## src/rtl/mbsp_pkg.sv

```systemverilog
`default_nettype none

package mbsp_pkg;

    localparam int BUFFER_BYTES = 32;
    localparam int BUF_AW       = $clog2(BUFFER_BYTES);
    localparam int CNT_W        = $clog2(BUFFER_BYTES + 1);

    localparam logic [2:0] EV_ACCEPT  = 3'd0;
    localparam logic [2:0] EV_CHANNEL = 3'd1;
    localparam logic [2:0] EV_COMMON  = 3'd2;
    localparam logic [2:0] EV_REALT   = 3'd3;
    localparam logic [2:0] EV_SYSEX   = 3'd4;
    localparam logic [2:0] EV_ERROR   = 3'd5;

    localparam logic [1:0] ERR_NONE      = 2'd0;
    localparam logic [1:0] ERR_STATUS    = 2'd1;
    localparam logic [1:0] ERR_UNEXP     = 2'd2;
    localparam logic [1:0] ERR_OVERFLOW  = 2'd3;

    localparam logic [3:0] ST_IDLE   = 4'd0;
    localparam logic [3:0] ST_COMMON = 4'd8;
    localparam logic [3:0] ST_SYSEX  = 4'd9;

    localparam logic [1:0] M_RUN  = 2'd0;
    localparam logic [1:0] M_RD   = 2'd1;
    localparam logic [1:0] M_SEND = 2'd2;

    localparam logic [7:0] B_SYSEX_START = 8'hF0;
    localparam logic [7:0] B_TC          = 8'hF1;
    localparam logic [7:0] B_SONG_POS    = 8'hF2;
    localparam logic [7:0] B_SONG_SEL    = 8'hF3;
    localparam logic [7:0] B_TUNE        = 8'hF6;
    localparam logic [7:0] B_SYSEX_END   = 8'hF7;

    typedef struct packed {
        logic [2:0] event_res;
        logic [7:0] status_byte;
        logic [6:0] first_data;
        logic [6:0] second_data;
        logic [5:0] message_length;
        logic [1:0] error_code;
        logic [3:0] error_state;
        logic       last;
    } result_t;

endpackage

`default_nettype wire

```

## src/rtl/mbsp_ram.sv

```systemverilog
`default_nettype none

module mbsp_ram #(
    parameter int DEPTH = 32,
    parameter int WIDTH = 8,
    parameter int AW    = $clog2(DEPTH)
) (
    input  wire logic             clk,
    input  wire logic             wr_en,
    input  wire logic [AW-1:0]    wr_addr,
    input  wire logic [WIDTH-1:0] wr_data,
    input  wire logic             rd_en,
    input  wire logic [AW-1:0]    rd_addr,
    output logic [WIDTH-1:0]      rd_data
);

    logic [WIDTH-1:0] mem [DEPTH];

    always_ff @(posedge clk)
    begin
        if (wr_en)
        begin
            mem[wr_addr] <= wr_data;
        end
        if (rd_en)
        begin
            rd_data <= mem[rd_addr];
        end
    end

endmodule

`default_nettype wire

```

## src/rtl/midi_byte_stream_parser.sv

```systemverilog
// MIDI byte stream parser, no running status.
// Request channel midi_valid/midi_ready carries one raw byte per request.
// Result channel event_valid/event_ready carries one parsed result per request.
// Each byte gives one result, except a sysex end byte, which gives the whole
// buffered sysex run (F0 through F7), one byte per result, last set on the
// final one. A result is registered in the cycle after its byte is taken; bytes are
// taken one per cycle while results are being drained on the other side.
// A sysex run is read back from the buffer memory in two steps per byte
// (read, then load into the result register); no byte is taken meanwhile.
// The result register acts as the output stage: a new byte is taken while a
// result waits, provided event_ready frees the register in that same cycle.
// When the receiver stalls, the result holds and midi_ready drops.
// Reset leaves the parser idle with no result pending; the sysex buffer
// is not cleared and needs no clearing pass.
`default_nettype none

module midi_byte_stream_parser
    import mbsp_pkg::*;
(
    input  wire logic       clk,
    input  wire logic       rst_n,
    input  wire logic       midi_valid,
    output logic            midi_ready,
    input  wire logic [7:0] midi_byte,
    output logic            event_valid,
    input  wire logic       event_ready,
    output logic [2:0]      event_res,
    output logic [7:0]      status_byte,
    output logic [6:0]      first_data,
    output logic [6:0]      second_data,
    output logic [5:0]      message_length,
    output logic [1:0]      error_code,
    output logic [3:0]      error_state,
    output logic            last
);

    logic [1:0]       mode_reg, mode_next;
    logic [3:0]       pstate_reg, pstate_next;
    logic [1:0]       exp_len_reg, exp_len_next;
    logic [CNT_W-1:0] count_reg, count_next;
    logic [7:0]       stat_reg, stat_next;
    logic [6:0]       d1_reg, d1_next;
    logic [BUF_AW-1:0] rd_idx_reg, rd_idx_next;
    logic [CNT_W-1:0] drain_len_reg, drain_len_next;
    logic             out_valid_reg, out_valid_next;
    result_t          res_reg, res_next;

    logic             wr_en;
    logic [BUF_AW-1:0] wr_addr;
    logic             rd_en;
    logic [7:0]       rd_data;

    logic             slot_free;
    logic             take;
    logic             emit;
    logic             is_status;
    logic [2:0]       kind;
    result_t          res;

    mbsp_ram #(
        .DEPTH (BUFFER_BYTES),
        .WIDTH (8)
    ) u_buf (
        .clk     (clk),
        .wr_en   (wr_en),
        .wr_addr (wr_addr),
        .wr_data (midi_byte),
        .rd_en   (rd_en),
        .rd_addr (rd_idx_reg),
        .rd_data (rd_data)
    );

    assign slot_free  = !out_valid_reg || event_ready;
    assign midi_ready = (mode_reg == M_RUN) && slot_free;
    assign take       = midi_valid && midi_ready;
    assign is_status  = midi_byte[7];
    assign kind       = midi_byte[6:4];

    always_comb
    begin
        mode_next      = mode_reg;
        pstate_next    = pstate_reg;
        exp_len_next   = exp_len_reg;
        count_next     = count_reg;
        stat_next      = stat_reg;
        d1_next        = d1_reg;
        rd_idx_next    = rd_idx_reg;
        drain_len_next = drain_len_reg;
        wr_en          = 1'b0;
        wr_addr        = count_reg[BUF_AW-1:0];
        rd_en          = 1'b0;
        emit           = 1'b0;
        res            = '0;
        res.last       = 1'b1;

        case (mode_reg)
            M_RUN:
            begin
                if (take)
                begin
                    emit = 1'b1;
                    if (is_status && midi_byte > B_SYSEX_END)
                    begin
                        res.event_res      = EV_REALT;
                        res.status_byte    = midi_byte;
                        res.message_length = 6'd1;
                    end
                    else if (pstate_reg == ST_IDLE)
                    begin
                        if (!is_status)
                        begin
                            res.event_res   = EV_ERROR;
                            res.status_byte = midi_byte;
                            res.error_code  = ERR_STATUS;
                            res.error_state = ST_IDLE;
                        end
                        else if (midi_byte < B_SYSEX_START)
                        begin
                            pstate_next  = {1'b0, kind} + 4'd1;
                            exp_len_next = (kind == 3'd4 || kind == 3'd5) ? 2'd2 : 2'd3;
                            count_next   = CNT_W'(1);
                            stat_next    = midi_byte;
                        end
                        else if (midi_byte == B_SYSEX_START)
                        begin
                            pstate_next = ST_SYSEX;
                            count_next  = CNT_W'(1);
                            wr_en       = 1'b1;
                            wr_addr     = '0;
                        end
                        else if (midi_byte == B_TC || midi_byte == B_SONG_SEL)
                        begin
                            pstate_next  = ST_COMMON;
                            exp_len_next = 2'd2;
                            count_next   = CNT_W'(1);
                            stat_next    = midi_byte;
                        end
                        else if (midi_byte == B_SONG_POS)
                        begin
                            pstate_next  = ST_COMMON;
                            exp_len_next = 2'd3;
                            count_next   = CNT_W'(1);
                            stat_next    = midi_byte;
                        end
                        else if (midi_byte == B_TUNE)
                        begin
                            res.event_res      = EV_COMMON;
                            res.status_byte    = midi_byte;
                            res.message_length = 6'd1;
                        end
                        else
                        begin
                            res.event_res   = EV_ERROR;
                            res.status_byte = midi_byte;
                            res.error_code  = ERR_UNEXP;
                            res.error_state = ST_IDLE;
                        end
                    end
                    else if (pstate_reg == ST_SYSEX)
                    begin
                        if (is_status && midi_byte != B_SYSEX_END)
                        begin
                            res.event_res   = EV_ERROR;
                            res.status_byte = midi_byte;
                            res.error_code  = ERR_STATUS;
                            res.error_state = ST_SYSEX;
                            pstate_next     = ST_IDLE;
                            count_next      = '0;
                        end
                        else if (count_reg >= CNT_W'(BUFFER_BYTES))
                        begin
                            res.event_res   = EV_ERROR;
                            res.status_byte = midi_byte;
                            res.error_code  = ERR_OVERFLOW;
                            res.error_state = ST_SYSEX;
                            pstate_next     = ST_IDLE;
                            count_next      = '0;
                        end
                        else
                        begin
                            wr_en      = 1'b1;
                            count_next = count_reg + CNT_W'(1);
                            if (midi_byte == B_SYSEX_END)
                            begin
                                emit           = 1'b0;
                                mode_next      = M_RD;
                                rd_idx_next    = '0;
                                drain_len_next = count_reg + CNT_W'(1);
                                pstate_next    = ST_IDLE;
                                count_next     = '0;
                            end
                        end
                    end
                    else if (pstate_reg > ST_SYSEX)
                    begin
                        pstate_next = ST_IDLE;
                        count_next  = '0;
                    end
                    else if (is_status)
                    begin
                        res.event_res   = EV_ERROR;
                        res.status_byte = midi_byte;
                        res.error_code  = ERR_UNEXP;
                        res.error_state = pstate_reg;
                        pstate_next     = ST_IDLE;
                        count_next      = '0;
                    end
                    else if (count_reg == CNT_W'(1) && exp_len_reg == 2'd3)
                    begin
                        d1_next    = midi_byte[6:0];
                        count_next = CNT_W'(2);
                    end
                    else
                    begin
                        res.event_res      = (pstate_reg == ST_COMMON) ? EV_COMMON : EV_CHANNEL;
                        res.status_byte    = stat_reg;
                        res.message_length = {4'd0, exp_len_reg};
                        if (exp_len_reg == 2'd3)
                        begin
                            res.first_data  = d1_reg;
                            res.second_data = midi_byte[6:0];
                        end
                        else
                        begin
                            res.first_data = midi_byte[6:0];
                        end
                        pstate_next = ST_IDLE;
                        count_next  = '0;
                    end
                end
            end
            M_RD:
            begin
                rd_en     = 1'b1;
                mode_next = M_SEND;
            end
            M_SEND:
            begin
                res.event_res      = EV_SYSEX;
                res.status_byte    = rd_data;
                res.message_length = 6'(drain_len_reg);
                res.last           = (CNT_W'(rd_idx_reg) + CNT_W'(1)) == drain_len_reg;
                if (slot_free)
                begin
                    emit        = 1'b1;
                    rd_idx_next = rd_idx_reg + BUF_AW'(1);
                    mode_next   = res.last ? M_RUN : M_RD;
                end
            end
            default:
            begin
                mode_next = M_RUN;
            end
        endcase

        if (emit)
        begin
            out_valid_next = 1'b1;
            res_next       = res;
        end
        else
        begin
            out_valid_next = out_valid_reg && !event_ready;
            res_next       = res_reg;
        end
    end

    always_ff @(posedge clk or negedge rst_n)
    begin
        if (!rst_n)
        begin
            mode_reg      <= M_RUN;
            pstate_reg    <= ST_IDLE;
            exp_len_reg   <= '0;
            count_reg     <= '0;
            rd_idx_reg    <= '0;
            drain_len_reg <= '0;
            out_valid_reg <= 1'b0;
        end
        else
        begin
            mode_reg      <= mode_next;
            pstate_reg    <= pstate_next;
            exp_len_reg   <= exp_len_next;
            count_reg     <= count_next;
            rd_idx_reg    <= rd_idx_next;
            drain_len_reg <= drain_len_next;
            out_valid_reg <= out_valid_next;
        end
    end

    always_ff @(posedge clk)
    begin
        stat_reg <= stat_next;
        d1_reg   <= d1_next;
        res_reg  <= res_next;
    end

    assign event_valid    = out_valid_reg;
    assign event_res      = res_reg.event_res;
    assign status_byte    = res_reg.status_byte;
    assign first_data     = res_reg.first_data;
    assign second_data    = res_reg.second_data;
    assign message_length = res_reg.message_length;
    assign error_code     = res_reg.error_code;
    assign error_state    = res_reg.error_state;
    assign last           = res_reg.last;

    a_count_bound: assert property (@(posedge clk) disable iff (!rst_n)
        count_reg <= CNT_W'(BUFFER_BYTES))
        else $error("byte count past buffer size");

    a_drain_len: assert property (@(posedge clk) disable iff (!rst_n)
        (mode_reg != M_RUN) |-> (drain_len_reg >= CNT_W'(2)
                                 && drain_len_reg <= CNT_W'(BUFFER_BYTES)))
        else $error("sysex run length out of range");

    a_drain_idx: assert property (@(posedge clk) disable iff (!rst_n)
        (mode_reg != M_RUN) |-> (CNT_W'(rd_idx_reg) < drain_len_reg))
        else $error("drain index past run");

    a_drain_idle: assert property (@(posedge clk) disable iff (!rst_n)
        (mode_reg != M_RUN) |-> (pstate_reg == ST_IDLE && count_reg == '0))
        else $error("parser not cleared during sysex drain");

    a_last_sysex: assert property (@(posedge clk) disable iff (!rst_n)
        (event_valid && !last) |-> (event_res == EV_SYSEX))
        else $error("non-final result outside sysex run");

endmodule

`default_nettype wire

```

## config.mk

```make
export PLATFORM = sky130hd
export DESIGN_NAME = midi_byte_stream_parser
export DESIGN_NICKNAME = d
export VERILOG_FILES = /design/src/rtl/mbsp_pkg.sv /design/src/rtl/mbsp_ram.sv /design/src/rtl/midi_byte_stream_parser.sv
export SDC_FILE = /design/constraint.sdc
export NUM_CORES = 1
export LEC_CHECK = 0
export ABC_AREA = 1
export BUFFER_PORTS_ARGS = -buffer_cell sky130_fd_sc_hd__buf_4
export CAP_MARGIN = 20
export CORE_ASPECT_RATIO = 1.2
export CORE_UTILIZATION = 54
export DETAILED_ROUTE_END_ITERATION = 7
export GPL_TIMING_DRIVEN = 0
export PLACE_DENSITY = 0.77
export SLEW_MARGIN = 10
export SYNTH_ARGS = -nofsm -noshare
export SYNTH_HDL_FRONTEND = slang
export SYNTH_SLANG_ARGS = --single-unit
```

## constraint.sdc

```tcl
create_clock -name clk -period 2.89 [get_ports clk]
set_input_delay 0.289 -clock clk [delete_from_list [all_inputs] [get_ports clk]]
set_output_delay 0.289 -clock clk [all_outputs]
set_load 0.03 [all_outputs]
```

After elaboration in Yosys (flattened, before gate mapping) --
Memory sizes are Yosys's and may differ from the RTL's. A register that Yosys moved wholly into a read port is not among the register bits. Cells that the tools add are included.
Storage, ports and cells: register bits 79, bits in writable memories 256, output and inout port bits 40, logic and storage cells 217, memories kept 1
Operators by class: $add $sub $neg 4, $lt $le $gt $ge 4, eq/ne operators 29, mux-type cells 128, bitwise operators 9, reductions and logical operators 24
Memory list:
- u_buf.mem | words 32, width 8, read ports 1, clocked after memory_dff 1, wr ports 1, RTL line mbsp_ram.sv:17 | logic [WIDTH-1:0] mem [DEPTH];
Operators with widths (count):
- $mux W37 | 7
- $mux W11 | 12
- $mux W6 | 19
- $mux W5 | 15
- $mux W4 | 13
- $mux W7 | 7
- $eq A8 B8 Y1 const B | 6
- $mux W20 | 2
- $mux W2 | 16
- $mux W30 | 1
- $mux W14 | 2
- $mux W1 | 25
- $mux W8 | 3
- $reduce_and A8 Y1 | 3
- $pmux W11 S2 | 1
- $ne A2 B2 Y1 const B | 8
- $reduce_and A7 Y1 | 2
- $mux W12 | 1
- $pmux W6 S2 | 1
- $pmux W5 S2 | 1
- $not A1 Y1 | 9
- $reduce_and A9 Y1 | 1
- $eq A4 B4 Y1 const B | 2
- $gt A8 B8 Y1 const B | 1
- 29 further kinds | 40

Depth between registers and ports, before layout --
Gate-level depths: netlist of run 1.
depth after elaboration 15, gate-level depth with buffers 13, mapped depth without buffers 13

Cells and area by module --
From an unflattened synthesis of run 1, not the netlist that was laid out.
Unflattened totals: cells, all modules 1354, area total of the unflattened synthesis 14975.6 µm²
By module, submodules not included:
- mbsp_ram | times used 1, cells each 922, area each 10866.7 µm², seq. area each 7927.6 µm²
- midi_byte_stream_parser | times used 1, cells each 432, area each 4108.9 µm², seq. area each 2212.1 µm²

Worst setup path after synthesis of run 1 --
Ideal clock, no wire load.
kind input port to flip-flop, from input midi_byte[4], to register res_reg (netlist bit error_code[0]) (enable), library setup time 0.396 ns, arrival 1.950 ns, data required time 2.494 ns, path slack 0.544 ns, stages on the path 7, buffers on the path 0, cell sequence ha_1 nand2_1 nor2_4 nand2_2 nor3_1 or2_2 nand2_1
On the way: word-level cells in the longest chain between the ends 9, elaborated cells between the ends (all ways) 13, those cells by class 1 x order compare; 2 x eq/ne; 8 x mux; 2 x reduce/logical
RTL lines:
- from (decl) | RTL line midi_byte_stream_parser.sv:24 | input wire logic [7:0] midi_byte,
- $eq A8 B8 Y1 | RTL line midi_byte_stream_parser.sv:183 | if (midi_byte == B_SYSEX_END)
- $mux W1 | RTL line midi_byte_stream_parser.sv:183
- $mux W1 | RTL line midi_byte_stream_parser.sv:170 | else if (count_reg >= CNT_W'(BUFFER_BYTES))
- $mux W1 | RTL line midi_byte_stream_parser.sv:161 | if (is_status && midi_byte != B_SYSEX_END)
- $mux W1 | RTL line midi_byte_stream_parser.sv:159 | else if (pstate_reg == ST_SYSEX)
- $mux W1 | RTL line midi_byte_stream_parser.sv:108 | else if (pstate_reg == ST_IDLE)
- $mux W1 (*) | RTL line midi_byte_stream_parser.sv:102 | if (is_status && midi_byte > B_SYSEX_END)
- $mux W1 (*) | RTL line midi_byte_stream_parser.sv:99 | if (take)
- $pmux W1 S2 (*) | RTL line midi_byte_stream_parser.sv:96 | case (mode_reg)
- via emit | RTL line midi_byte_stream_parser.sv:55 | logic emit;
- to (signal assigned) | RTL line midi_byte_stream_parser.sv:296 | res_reg <= res_next;
- to (decl) | RTL line midi_byte_stream_parser.sv:46 | result_t res_reg, res_next;
The timed path passes the listed nets; every way through them passes the cells marked *. A chain may end at the register's enable or synchronous reset.

Worst setup path in the final report of run 1 --
from register pstate_reg[0], to memory u_buf.mem[13][1] (enable)
On the way: word-level cells in the longest chain between the ends 8, elaborated cells between the ends (all ways) 13, those cells by class 1 x eq/ne; 11 x mux; 1 x reduce/logical
RTL lines:
- from (decl) | RTL line midi_byte_stream_parser.sv:38 | logic [3:0] pstate_reg, pstate_next;
- from (signal assigned) | RTL line midi_byte_stream_parser.sv:283 | pstate_reg <= pstate_next;
- $eq A4 B4 Y1 | RTL line midi_byte_stream_parser.sv:159
- $mux W1 | RTL line midi_byte_stream_parser.sv:159
- $mux W1 | RTL line midi_byte_stream_parser.sv:108
- $mux W1 | RTL line midi_byte_stream_parser.sv:102
- $mux W1 | RTL line midi_byte_stream_parser.sv:99
- $mux W1 | RTL line midi_byte_stream_parser.sv:96
- $mux W1 | RTL line mbsp_ram.sv:21 | if (wr_en)
- $mux W1 (implied by the code) | RTL line mbsp_ram.sv:23 | mem[wr_addr] <= wr_data;
- to (decl) | RTL line mbsp_ram.sv:17
Parallel ways exist; a longest one is shown, timed or not.

==> out/qor.yml, run 1 <==
status: "complete, but fails checks"
failed_checks: "negative setup slack"
cts-htree-levels: 2
combPwrFrac_pct: 10.8
rr_startpoint: "pstate_reg[0]$_DFFE_PN0P_"
clock-sinks: 342
clock-root-buffer: "clkbuf_16"
highest_layer: "met4"
drtIter0Drc: 1026
worstPathRequired_ns: 3.04
multi_input_area_um2: 3860
ys_seq_area_share_pct: 70.5
crit_chain: "nor2_2 > nand3_2 > inv_2 > nand2_2 > nor2_4 > inv_2 > a21oi_4 > nand2_1 > nor2_1"
power_mw: 11.0
p_int_mw: 8.27
critical_path.startpoint: "pstate_reg[0]$_DFFE_PN0P_"
crit_path_max_fanout: 8
seq_area_um2: 10100
power.density_nw_per_um2: 673
dieHeight_um: 181
seq_power_share_pct: 51.3
post-route-period-util_pct: 103
grt_pass1_wl_um: 53900
route.met2.wl_um: 17400
drc: 0
power.leakage_nw: 5.85
cts_inserted_buffers: 34
whs_ns: 0.155
grt_start_max_net_pins: 40
fillers: 2020
wl_per_cell_um: 20.9
post-route-min-period_ns: 2.99
synth_edf_count: 316
grt_setup_unrepaired: "yes"
ys_types: 36
pwr-share-clk_pct: 37.9
synthTopCellsByArea: "edfxtp_1 66%, nand2_1 7.0%, nor2_1 4.6%"
slowest_delay_ns: 0.75
firstDrtPassIters: 7
synth_warnings: 0
top_register: "u_buf.mem"
antenna_found_initial: 0
min_from: "event_ready"
synth_cells: 1248
initial_utilization_pct: 54.8
final_cells: 1694
wl_met1_um: 13300
synth.largest_area_cell: "edfxtp_1"
num_vias: 9934
dp_slack_ns: -0.545
final_common_cell: "edfxtp_1"
final_cell_mix: "316 x edfxtp_1, 269 x nand2_1, 149 x nor2_1"
switchingPower_mw: 2.70
postRouteAntennaNets: 0
syn-num-nets: 1265
hp-class: "in -> reg"
max-slew-margin-rel_pct: 44.2
cp_slowest_cell: "nor2_1"
tightest_slew_ns: 0.834
r2r_slack_ns: -0.1
cpMostUsedCell: "inv_2"
endpoint_kind: "flip-flop"
gr-usage-all-layers_pct: 26.7
drive_gt1_share_pct: 13.1
path_class: "reg -> reg"
max_freq_mhz: 335
n_antenna_cell: 0
numPortBuffers: 51
avgSynthCellArea_um2: 11.5
vdd_ir_drop_max_mv: 0.393
grt_pass1_vias: 9630
core_area_um2: 26300
finalHoldViolations: 0
gp_congestion: 0.968
post-route-util_pct: 62.1
vias_per_cell: 5.86
cts_tree: "yes"
switching_share_pct: 24.7
largest_reg_flops: 256
synth_seq_cells: 342
nNetsFinal: 1353
cpLargestDelayFamily: "simple AND/OR/NAND/NOR gates"
layout_setup_ws_ns: -0.0978
syn-cell-area_um2: 14400
dp_cells: 1634
synth_top_area_share_pct: 65.9
wl_met3_um: 2830
path_clk_slew_ns: 0.06
start_kind: "flip-flop"
dieArea_um2: 27300
die_x_um: 151
clock_latency_ns: 0.52
grt_overflow_total: 0
path_buf_inv: 2
slew_viol_final: 0
setup_viol: 40
io_pins: 52
cts_buffer_depth: 3
skew_ns: 0.0164
place_hpwl_um: 23300
ys.flop_type: "edfxtp_1"
async_flop_share_pct: 7.60
arrival_ns: 3.14
cap_violations: 0
areaGrowthSynthToFinish_pct: 13.3
rows: 65
drt_wl_total_um: 35400
synth_stat cells (all sizes together) (5+ instances only):
| master | number |
|---|---|
| a21oi | 51 |
| nor3 | 14 |
| nor2 | 181 |
| o21ai | 131 |
| xor2 | 7 |
| ha | 5 |
| a21boi | 8 |
| nand2 | 274 |
| inv | 55 |
| dfrtp | 26 |
| a211oi | 8 |
| clkbuf | 35 |
| nand4 | 13 |
| o22ai | 33 |
| mux2i | 24 |
| edfxtp | 316 |
| nand3 | 33 |
| buf | 23 |
path summary, 6_finish.rpt:
check,end,cells after the start
max in group asynchronous,pstate_reg[1]$_DFFE_PN0P_,2
worst min register to register,exp_len_reg[1]$_DFFE_PN0P_,1
min in group asynchronous,mode_reg[0]$_DFFE_PN0P_,2
worst min-delay path,event_valid$_DFF_PN0_,4
worst max-delay path,u_buf.mem[13][1]$_DFFE_PP_,9
worst max register to register,u_buf.mem[13][1]$_DFFE_PP_,9
worst reg2reg max path, stage by stage, from the launching register on:
cell,delay [ns]
dfrtp_1,0.42
nor2_2,0.17
nand3_2,0.16
inv_2,0.17
nand2_2,0.09
nor2_4,0.15
inv_2,0.06
a21oi_4,0.22
nand2_1,0.42
nor2_1,0.75
power groups by stage:
stage               registers (mW)  logic (mW)  clock network [mW]
floorplan                     5.84       0.665                   0
global placement              5.73        1.12                   0
detailed placement            5.73        1.16                   0
CTS                           5.63        1.17                4.17
global route                  5.64        1.30                4.35
finish                        5.63        1.19                4.15
per-stage QoR:
| step | setup TNS, ns | cell area (um^2) |
|---|---|---|
| after floorplan | 0 | 14400 |
| after global placement | -80.05 | 15200 |
| after detailed placement | -99.08 | 15200 |
| after CTS | -0.127 | 16200 |
| after global routing | -5.01 | 16300 |
| final | -2.78 | 16300 |
layout make-up:
cell class	count	area share [%]
Multi-Input combinational cell	791	23.7
Buffer	58	1.47
Clock inverter	9	0.284
Sequential cell	342	62.2
Timing Repair Buffer	52	2.41
Inverter	57	1.31
Clock buffer	50	6.10
Tap cell	335	2.57
logic make-up after synthesis:
family,after synthesis,synth area share (%)
AO/OA/AOI/OAI,236,9.05
flip-flops,342,70.5
multiplexers,24,1.67
XOR/XNOR,9,0.548
buffers and inverters,115,3.16
AND/OR/NAND/NOR,517,14.7
adder cells (fa/ha/maj),5,0.435
layer usage:
layer	track usage (%)	vias to the layer above
met4	15.0	0
met2	43.4	549
met3	4.55	134
li1	-	4559
met5	0	-
met1	33.7	4692
what timing repair did:
item                                    in CTS  in global routing
resized for setup                            0                 26
hold buffers                                 1                  0
endpoints found under the hold margin       26                  0
pin swaps                                    0                  0
setup buffers                                0                  0
endpoints found under the setup margin      16                213
Power figures use the tool's default switching activity.
==> run 2: changes to the inputs <==
- CAP_MARGIN: 20 -> 0
- PLACE_DENSITY: 0.77 -> 0.83
- SETUP_SLACK_MARGIN: not set -> 0.15
==> out/qor.yml, run 2 (synthesized netlist as in run 1, its figures left out) <==
cts_tree: "yes"
seq_area_um2: 10100  # unchanged
top_register: "u_buf.mem"
place_hpwl_um: 24100  # +3.4%
crit_chain: "buf_4 > ha_1 > nand2_1 > nor2_4 > nand2_2 > nand2_1 > nand3_2 > a21oi_4 > nand3_2 > nor2_2"
worstPathRequired_ns: 3.04  # about the same
largest_reg_flops: 256  # unchanged
whs_ns: 0.161  # +0.00549 ns
fillers: 1954  # -3.3%
dieHeight_um: 181  # unchanged
final_cell_mix: "316 x edfxtp_1, 268 x nand2_1, 143 x nor2_1"
drive_gt1_share_pct: 14.0  # +0.91 points
rows: 65  # unchanged
postRouteAntennaNets: 0  # unchanged
firstDrtPassIters: 6  # -1
endpoint_kind: "flip-flop"
path_clk_slew_ns: 0.06  # about the same
setup_tns_ns: 0  # +2.78 ns
start_kind: "input pin"
grt_setup_unrepaired: "yes"
grt_overflow_total: 0  # unchanged
cts_inserted_buffers: 34  # unchanged
setup_viol: 0  # -100%
power_mw: 11.1  # +1.2%
slew_viol_final: 0  # unchanged
slowest_delay_ns: 0.57  # -0.18 ns
clock_latency_ns: 0.53  # about the same
dp_cells: 1634  # unchanged
multi_input_area_um2: 3990  # +3.3%
wl_per_cell_um: 21.7  # +3.7%
initial_utilization_pct: 54.8  # unchanged
crit_path_max_fanout: 37  # +29
status: "completed"
power.leakage_nw: 5.89  # +0.60%
power.density_nw_per_um2: 673  # +0.11%
max_freq_mhz: 357  # +6.7%
drtIter0Drc: 1303  # +27%
final_area_um2: 16500  # +1.1%
vdd_ir_drop_max_mv: 0.583  # +48%
antenna_found_initial: 0  # unchanged
core_area_um2: 26300  # unchanged
tightest_slew_ns: 0.844  # +0.0105 ns
max-slew-margin-rel_pct: 43.5  # -0.70 points
cts-htree-levels: 2  # unchanged
areaGrowthSynthToFinish_pct: 14.5
n_antenna_cell: 0  # unchanged
final_cells: 1699  # +0.30%
finalHoldViolations: 0  # unchanged
grt_pass1_wl_um: 56000  # +3.9%
gr-usage-all-layers_pct: 27.6  # +0.94 points
post-route-min-period_ns: 2.80  # -0.189 ns
hp-class: "in -> reg"
grt_pass1_vias: 10100  # +4.4%
die_x_um: 151  # unchanged
cp_slowest_cell: "nor2_2"
num_vias: 10200  # +2.9%
cap_violations: 0  # unchanged
post-route-period-util_pct: 96.9  # -6.5 points
nNetsFinal: 1355  # +0.15%
dieArea_um2: 27300  # unchanged
vias_per_cell: 6.02  # +2.6%
clock-sinks: 342  # unchanged
numPortBuffers: 51  # unchanged
drt_wl_total_um: 36800  # +4.0%
io_pins: 52  # unchanged
grt_start_max_net_pins: 40  # unchanged
arrival_ns: 2.95  # -0.19 ns
cts_buffer_depth: 3  # unchanged
skew_ns: 0.0172  # +0.000782 ns
gp_congestion: 0.972  # +0.42%
final_common_cell: "edfxtp_1"
drc: 0  # unchanged
clock-root-buffer: "clkbuf_16"
path_class: "in -> reg"
place_area_um2: 15200  # unchanged
## run 2: repair_timing
action / CTS / global route
hold buffers: 1 / 0
resized for setup: 22 / 33
endpoints found under the setup margin: 152 / 222
hold endpoints to repair: 26 / 0
buffers inserted: 0 / 2
pin swaps: 0 / 1
## run 2: through the flow
step,setup WS [ns],utilization [%]
6_report,0.0908,62.7
3_5_place_dp,-0.548,57.8
5_1_grt,-0.0444,62.7
3_3_place_gp,-0.539,57.8
4_1_cts,-0.0395,62.2
2_1_floorplan,0.544,-
## run 2: final cells by class
| type | count | share of cell area [%] |
|---|---|---|
| clock buffers | 39 | 5.28 |
| plain buffers | 58 | 1.46 |
| clock inverters | 23 | 1.21 |
| inverters | 57 | 1.30 |
| flip-flops and latches | 342 | 61.5 |
| multi-input cells | 791 | 24.2 |
| repair buffers | 54 | 2.47 |
| well taps | 335 | 2.54 |
## run 2: report_power, final
group,internal (mW),total (mW),switching [mW]
Sequential,5.55,5.63,0.0756
Combinational,0.329,1.20,0.874
Clock,2.44,4.27,1.82
Total,8.32,11.1,2.77
## run 2: per-layer routing
layer | vias up | share of wire (%) | global-route usage, %
li1 | 4576 | - | -
met1 | 4843 | 36 | 33.4
met2 | 662 | 49 | 45.1
met3 | 142 | 8.9 | 5.30
met4 | 0 | 6.0 | 17.4
met5 | - | 0 | 0
## run 2: path summary, 6_finish.rpt
check / from / end / slack [ns] / cells after the start
setup reg to reg: pstate_reg[0]$_DFFE_PN0P_ / u_buf.mem[11][7]$_DFFE_PP_ / 0.09 / 9
max in group asynchronous: rst_n / exp_len_reg[0]$_DFFE_PN0P_ / 2.41 / 2
hold reg to reg: drain_len_reg[5]$_DFFE_PN0P_ / drain_len_reg[5]$_DFFE_PN0P_ / 0.51 / 2
min in group asynchronous: rst_n / event_valid$_DFF_PN0_ / 0.22 / 2
setup / recovery: midi_byte[4] / u_buf.mem[11][7]$_DFFE_PP_ / 0.09 / 10
hold / removal: event_ready / event_valid$_DFF_PN0_ / 0.16 / 4
## run 2: critical path: cells and delay by family
family                     cells  cell delay [ns]
AOI/OAI and AO/OA              1             0.24
adders and majority gates      1             0.26
buffers and inverters          1             0.39
and+or+nand+nor                7             1.73
